`src/rtl/scct_pkg.sv`:
```
`default_nettype none

package scct_pkg;

    // bytes per scratchpad frame, 2 to 16
    localparam int FRAME_BYTES = 9;

    localparam int COUNT_W = 4;

    // reflected form of x^8+x^5+x^4+1
    localparam logic [7:0] CRC_POLY = 8'h8C;

    localparam logic [7:0] CRC_INIT = 8'h00;

    typedef logic [COUNT_W-1:0] count_t;
    typedef logic [7:0] crc_t;

    localparam count_t LAST_INDEX = COUNT_W'(FRAME_BYTES - 1);

    // one byte of the dallas/maxim crc, lsb first
    function automatic crc_t crc8_update(input crc_t crc, input logic [7:0] data);
        crc_t v;
        v = crc ^ data;
        for (int k = 0; k < 8; k++)
        begin
            if (v[0])
            begin
                v = (v >> 1) ^ CRC_POLY;
            end
            else
            begin
                v = v >> 1;
            end
        end
        return v;
    endfunction

endpackage

`default_nettype wire

```
`src/rtl/scratchpad_crc_temperature_check.sv`:
```
// scratchpad frame checker with dallas/maxim crc-8
//
// input channel: in_valid / in_ready carry one scratchpad byte (data_byte)
// per beat, in frame order. every FRAME_BYTES beats form one frame.
// output channel: out_valid / out_ready carry one beat per frame with
// temperature_raw (held raw temperature) and crc_ok.
// on the last byte of a frame the crc residue is checked; when it is zero
// the held temperature takes byte1*256+byte0, otherwise it keeps its value.
// the result beat shows up in the cycle after the last input beat.
// throughput: one input byte per cycle while in_ready is high; the crc update, byte capture and
// result build are a single combinational pass into the result register.
// stall: the result register doubles as the output buffer; inner bytes of
// a frame are still taken while a result waits, and only the last byte of
// the next frame is held off (in_ready low) until the waiting result is
// taken. in_ready also stays high in the cycle out_ready drains the slot.
// reset (rst_n low, asynchronous): byte counter and crc restart at frame
// start, held temperature goes to 0, no result is pending.
`default_nettype none

module scratchpad_crc_temperature_check
(
    input  wire logic        clk,
    input  wire logic        rst_n,
    input  wire logic        in_valid,
    output logic             in_ready,
    input  wire logic [7:0]  data_byte,
    output logic             out_valid,
    input  wire logic        out_ready,
    output logic [15:0]      temperature_raw,
    output logic             crc_ok
);

    scct_pkg::count_t byte_count_reg;
    scct_pkg::count_t byte_count_next;
    scct_pkg::crc_t   crc_reg;
    scct_pkg::crc_t   crc_next;
    scct_pkg::crc_t   crc_step;
    logic [7:0]       first_byte_reg;
    logic [7:0]       second_byte_reg;
    logic [7:0]       second_byte_cur;
    logic [15:0]      held_temperature_reg;
    logic [15:0]      held_temperature_next;
    logic             out_valid_reg;
    logic             out_valid_next;
    logic [15:0]      temperature_raw_reg;
    logic             crc_ok_reg;
    logic             in_fire;
    logic             out_fire;
    logic             last_byte;
    logic             frame_ok;
    logic             slot_free;

    // last byte when the count reaches the frame end (or beyond)
    assign last_byte = (byte_count_reg >= scct_pkg::LAST_INDEX);

    // output slot is free when empty or being drained this cycle
    assign slot_free = !out_valid_reg || out_ready;

    // inner bytes never need the output slot
    assign in_ready  = !last_byte || slot_free;
    assign in_fire   = in_valid && in_ready;
    assign out_fire  = out_valid_reg && out_ready;

    assign crc_step  = scct_pkg::crc8_update(crc_reg, data_byte);
    assign frame_ok  = (crc_step == scct_pkg::CRC_INIT);

    // in a two-byte frame the high byte arrives with the last beat
    assign second_byte_cur = (byte_count_reg == scct_pkg::count_t'(1)) ? data_byte
                                                                       : second_byte_reg;

    always_comb
    begin
        byte_count_next       = byte_count_reg;
        crc_next              = crc_reg;
        held_temperature_next = held_temperature_reg;
        out_valid_next        = out_valid_reg && !out_fire;
        if (in_fire)
        begin
            if (last_byte)
            begin
                // frame done: restart counter and crc, post one result
                byte_count_next = '0;
                crc_next        = scct_pkg::CRC_INIT;
                out_valid_next  = 1'b1;
                if (frame_ok)
                begin
                    held_temperature_next = {second_byte_cur, first_byte_reg};
                end
            end
            else
            begin
                byte_count_next = byte_count_reg + scct_pkg::count_t'(1);
                crc_next        = crc_step;
            end
        end
    end

    // control state and held temperature
    always_ff @(posedge clk or negedge rst_n)
    begin
        if (!rst_n)
        begin
            byte_count_reg       <= '0;
            crc_reg              <= scct_pkg::CRC_INIT;
            held_temperature_reg <= '0;
            out_valid_reg        <= 1'b0;
        end
        else
        begin
            byte_count_reg       <= byte_count_next;
            crc_reg              <= crc_next;
            held_temperature_reg <= held_temperature_next;
            out_valid_reg        <= out_valid_next;
        end
    end

    // payload capture, no reset needed
    always_ff @(posedge clk)
    begin
        if (in_fire)
        begin
            if (byte_count_reg == scct_pkg::count_t'(0))
            begin
                first_byte_reg <= data_byte;
            end
            if (byte_count_reg == scct_pkg::count_t'(1))
            begin
                second_byte_reg <= data_byte;
            end
            if (last_byte)
            begin
                temperature_raw_reg <= held_temperature_next;
                crc_ok_reg          <= frame_ok;
            end
        end
    end

    assign out_valid       = out_valid_reg;
    assign temperature_raw = temperature_raw_reg;
    assign crc_ok          = crc_ok_reg;

    // a pending result always mirrors the held temperature
    a_result_matches_held: assert property (@(posedge clk) disable iff (!rst_n)
        out_valid_reg |-> (temperature_raw_reg == held_temperature_reg))
        else $error("pending result differs from held temperature");

    // counter never runs past the frame end
    a_count_in_frame: assert property (@(posedge clk) disable iff (!rst_n)
        byte_count_reg <= scct_pkg::LAST_INDEX)
        else $error("byte counter beyond frame end");

    // frame end restarts counter and crc
    a_frame_restart: assert property (@(posedge clk) disable iff (!rst_n)
        (in_fire && last_byte) |=>
            (byte_count_reg == '0) && (crc_reg == scct_pkg::CRC_INIT))
        else $error("frame end did not restart counter and crc");

    // an inner byte never posts a result
    a_inner_no_result: assert property (@(posedge clk) disable iff (!rst_n)
        (in_fire && !last_byte && !out_valid_reg) |=> !out_valid_reg)
        else $error("result posted on an inner byte");

    // a failed crc leaves the held temperature alone
    a_bad_crc_holds: assert property (@(posedge clk) disable iff (!rst_n)
        (in_fire && last_byte && !frame_ok) |=>
            $stable(held_temperature_reg))
        else $error("held temperature changed on crc failure");

endmodule

`default_nettype wire

```
`config.mk`:
```
export PLATFORM = sky130hd
export DESIGN_NAME = scratchpad_crc_temperature_check
export DESIGN_NICKNAME = d
export VERILOG_FILES = /design/src/rtl/scct_pkg.sv /design/src/rtl/scratchpad_crc_temperature_check.sv
export SDC_FILE = /design/constraint.sdc
export NUM_CORES = 1
export LEC_CHECK = 0
export BUFFER_PORTS_ARGS = -buffer_cell sky130_fd_sc_hd__buf_2
export CAP_MARGIN = 30
export CORE_ASPECT_RATIO = 0.8
export CORE_MARGIN = 3
export CORE_UTILIZATION = 51
export CTS_CLUSTER_DIAMETER = 150
export DETAILED_ROUTE_END_ITERATION = 10
export PLACE_DENSITY_LB_ADDON = 0.08
export SYNTH_ARGS = -nofsm -noshare
export SYNTH_HDL_FRONTEND = slang
export SYNTH_SLANG_ARGS = --single-unit
```
`constraint.sdc`:
```
create_clock -name clk -period 2.4 [get_ports clk]
set_input_delay 0.36 -clock clk [delete_from_list [all_inputs] [get_ports clk]]
set_output_delay 0.36 -clock clk [all_outputs]
set_load 0.05 [all_outputs]
```
==> flow_summary.yaml <==
run_status:
  status: "finished, final reports clean"
timing:
  timing.slew.headroom_pct: 50.2
  maxSlewViolCount: 0
  setup_viol: 0
  rsz0062_at_grt: "no"
  period_needed_ns: 2.16
  tightest_slew_ns: 0.745
  finalCritPeriodShare_pct: 90.0
  fmax_mhz: 463
  finalHoldViolCount: 0
  setup_ws_ns: 0.239
  fin_setup_tns_ns: 0
  clock_skew_ns: 0.00679
floorplan:
  start_util_pct: 55.0
  dieHeight_um: 70.1
  die_area_mm2: 0.00604
  io_pins: 31
  rows: 22
  fp.coreArea_mm2: 0.00476
  dieWidth_um: 86.2
yosys:
  syn_area_per_cell_um2: 17.1
  synth-edff-count: 33
  seq_area_frac_synth_pct: 65.5
  async_reset_ff_share_pct: 46.8
  yosysUniqueCellTypes: 28
  synthCells: 153
  netlist_area_mm2: 0.00262
  synth_area_leaders: "edfxtp_1 38%, dfrtp_1 28%, mux2_2 6.4%, mux2_4 5.7%, xnor3_1 3.4%"
  synth-seq-cells: 62
  synth_ff_type: "edfxtp_1"
  ys_warn_count: 0
  synth_top_area_cell: "edfxtp_1"
  synth_top_area_share_pct: 37.8
  syn-num-nets: 168
placed_design:
  port_buffers: 30
  pre_cts_ws_ns: 0.164
  place_congestion: 0.773
  placedCellCount: 247
  dp_hpwl_um: 3130
pwr:
  pwr_density_cell_mw_per_mm2: 1260
  ir_drop_mv: 0.635
  power.total_mw: 3.89
  p_leak_nw: 1.38
drt:
  vias: 1382
  drt_wl_total_um: 4720
  drcViolationCount: 0
  via_per_inst: 5.25
  drt_iter0_markers: 70
  drtPass1Iterations: 4
  wl_per_cell_um: 17.9
  drtAntennaViolNets: 0
global_routing:
  grt_pass1_wl_um: 7670
  antenna_found_initial: 0
  grt_pass1_vias: 1467
  grt_usage_pct: 17.6
  grt_max_degree: 30
  overflow: 0
worst_setup_path:
  start_kind: "register"
  rr_endpoint: "temperature_raw[7]$_DFFE_PP_"
  slowest_stage: "or4b_1"
  cpPeakStageDelay_ns: 0.51
  cp_data_arrival_time_ns: 2.24
  crit_chain: "xnor2_2 -> nand4_1 -> or4b_1 -> buf_4 -> mux2_4"
  critPathMaxFanout: 10
  crit_required_ns: 2.48
  cp-end-kind: "register"
  rr_worst_depth: 5
  reg2reg_slack_ns: 0.24
  worstReg2RegStart: "crc_reg[1]$_DFFE_PN0P_"
  path_class: "register to register"
finish:
  drive_above_1_share_pct: 41.4
  fin_cells: 263
  diodes: 0
  nets: 213
  layout_common_cells: "33 x edfxtp_1, 30 x buf_2, 29 x dfrtp_1"
  mostFrequentLayoutCell: "edfxtp_1"
  areaGrowthSynthToFinish_pct: 18.0
clock_network:
  clk_pin_slew_ns: 0.06
  cts_sinks: 62
  htreeDepth: 3
  cts_resized: 0
  cts_tree: "yes"
  clk_latency_ns: 0.33
  postCtsHoldBufs: 0
  cts_root_buf: "clkbuf_8"
  cts_setup_buffers: 0
  clockBufferDepth: 2
  cts_buffers: 9
job:
  drv_cap: 0
worst_hold_path:
  min_path_type: "primary input to async pin"
where the power goes:
| part | switching (mW) | internal, mW | leakage [nW] |
|---|---|---|---|
| Combinational | 0.721 | 0.709 | 0.579 |
| Clock | 0.379 | 0.563 | 0.106 |
| Sequential | 0.136 | 1.38 | 0.696 |
| Total | 1.24 | 2.66 | 1.38 |
stage by stage:
step,hold WS [ns],utilization [%],cell area (um^2)
2_1_floorplan,0.0644,-,2640
3_5_place_dp,0.452,60.5,2880
3_3_place_gp,0.440,60.5,2880
6_report,0.0671,65.0,3090
5_1_grt,0.109,65.0,3090
4_1_cts,0.0910,65.0,3090
per-layer routing:
metal,vias up,GRT usage [%],routed length [um]
met4,0,8.26,97
met2,29,27.2,2230
met5,-,0,0
met3,9,6.25,178
li1,646,-,-
met1,698,21.9,2210
how the worst max path moves through the flow:
stage | endpoint | depth (start not counted) | slack [ns] | start
4_1_cts | temperature_raw[11]$_DFFE_PP_ | 5 | 0.23 | crc_reg[1]$_DFFE_PN0P_
5_1_grt | temperature_raw[7]$_DFFE_PP_ | 5 | 0.15 | crc_reg[1]$_DFFE_PN0P_
3_5_place_dp | temperature_raw[11]$_DFFE_PP_ | 6 | 0.16 | data_byte[2]
2_1_floorplan | first_byte_reg[0]$_DFFE_PP_ | 4 | 0.02 | out_valid$_DFF_PN0_
6_report | temperature_raw[7]$_DFFE_PP_ | 5 | 0.24 | crc_reg[1]$_DFFE_PN0P_
3_3_place_gp | temperature_raw[5]$_DFFE_PP_ | 6 | 0.18 | data_byte[2]
area by class of cell:
| type | instances | area (um^2) |
|---|---|---|
| flip-flops and latches | 62 | 1720 |
| fillers | 364 | 1670 |
| multi-input cells | 84 | 870 |
| repair buffers | 38 | 210 |
| clock buffers | 13 | 169 |
| well taps | 60 | 75.1 |
| clock inverters | 3 | 42.5 |
| inverters | 3 | 11.3 |
cells by family (layout without fill, tap and decap cells):
family	after synthesis	after routing	share of synthesized area (%)
AOI/OAI and AO/OA	11	11	3.10
muxes	27	27	12.9
adders and majority gates	3	3	1.43
DFF	62	62	65.5
buffers and inverters	7	57	1.91
and+or+nand+nor	22	22	4.87
xor gates and xnor gates	21	21	10.3
cells in the mapped netlist (4+ instances only):
library cell and n:
nand2_1 8, a22o_1 4, edfxtp_1 33, xnor2_2 4, mux2_2 15, xnor2_1 7, xnor3_1 4, dfrtp_1 29
mux2_4 10, xor2_1 6
worst max-delay path: cells and delay by family (launching register included):
kind	cells	cell delay [ns]
AND/OR/NAND/NOR	2	0.66
flip-flops	1	0.41
XOR/XNOR	1	0.31
multiplexers	1	0.31
buffers and inverters	1	0.21
No activity file was read; power rests on OpenSTA's default activity.
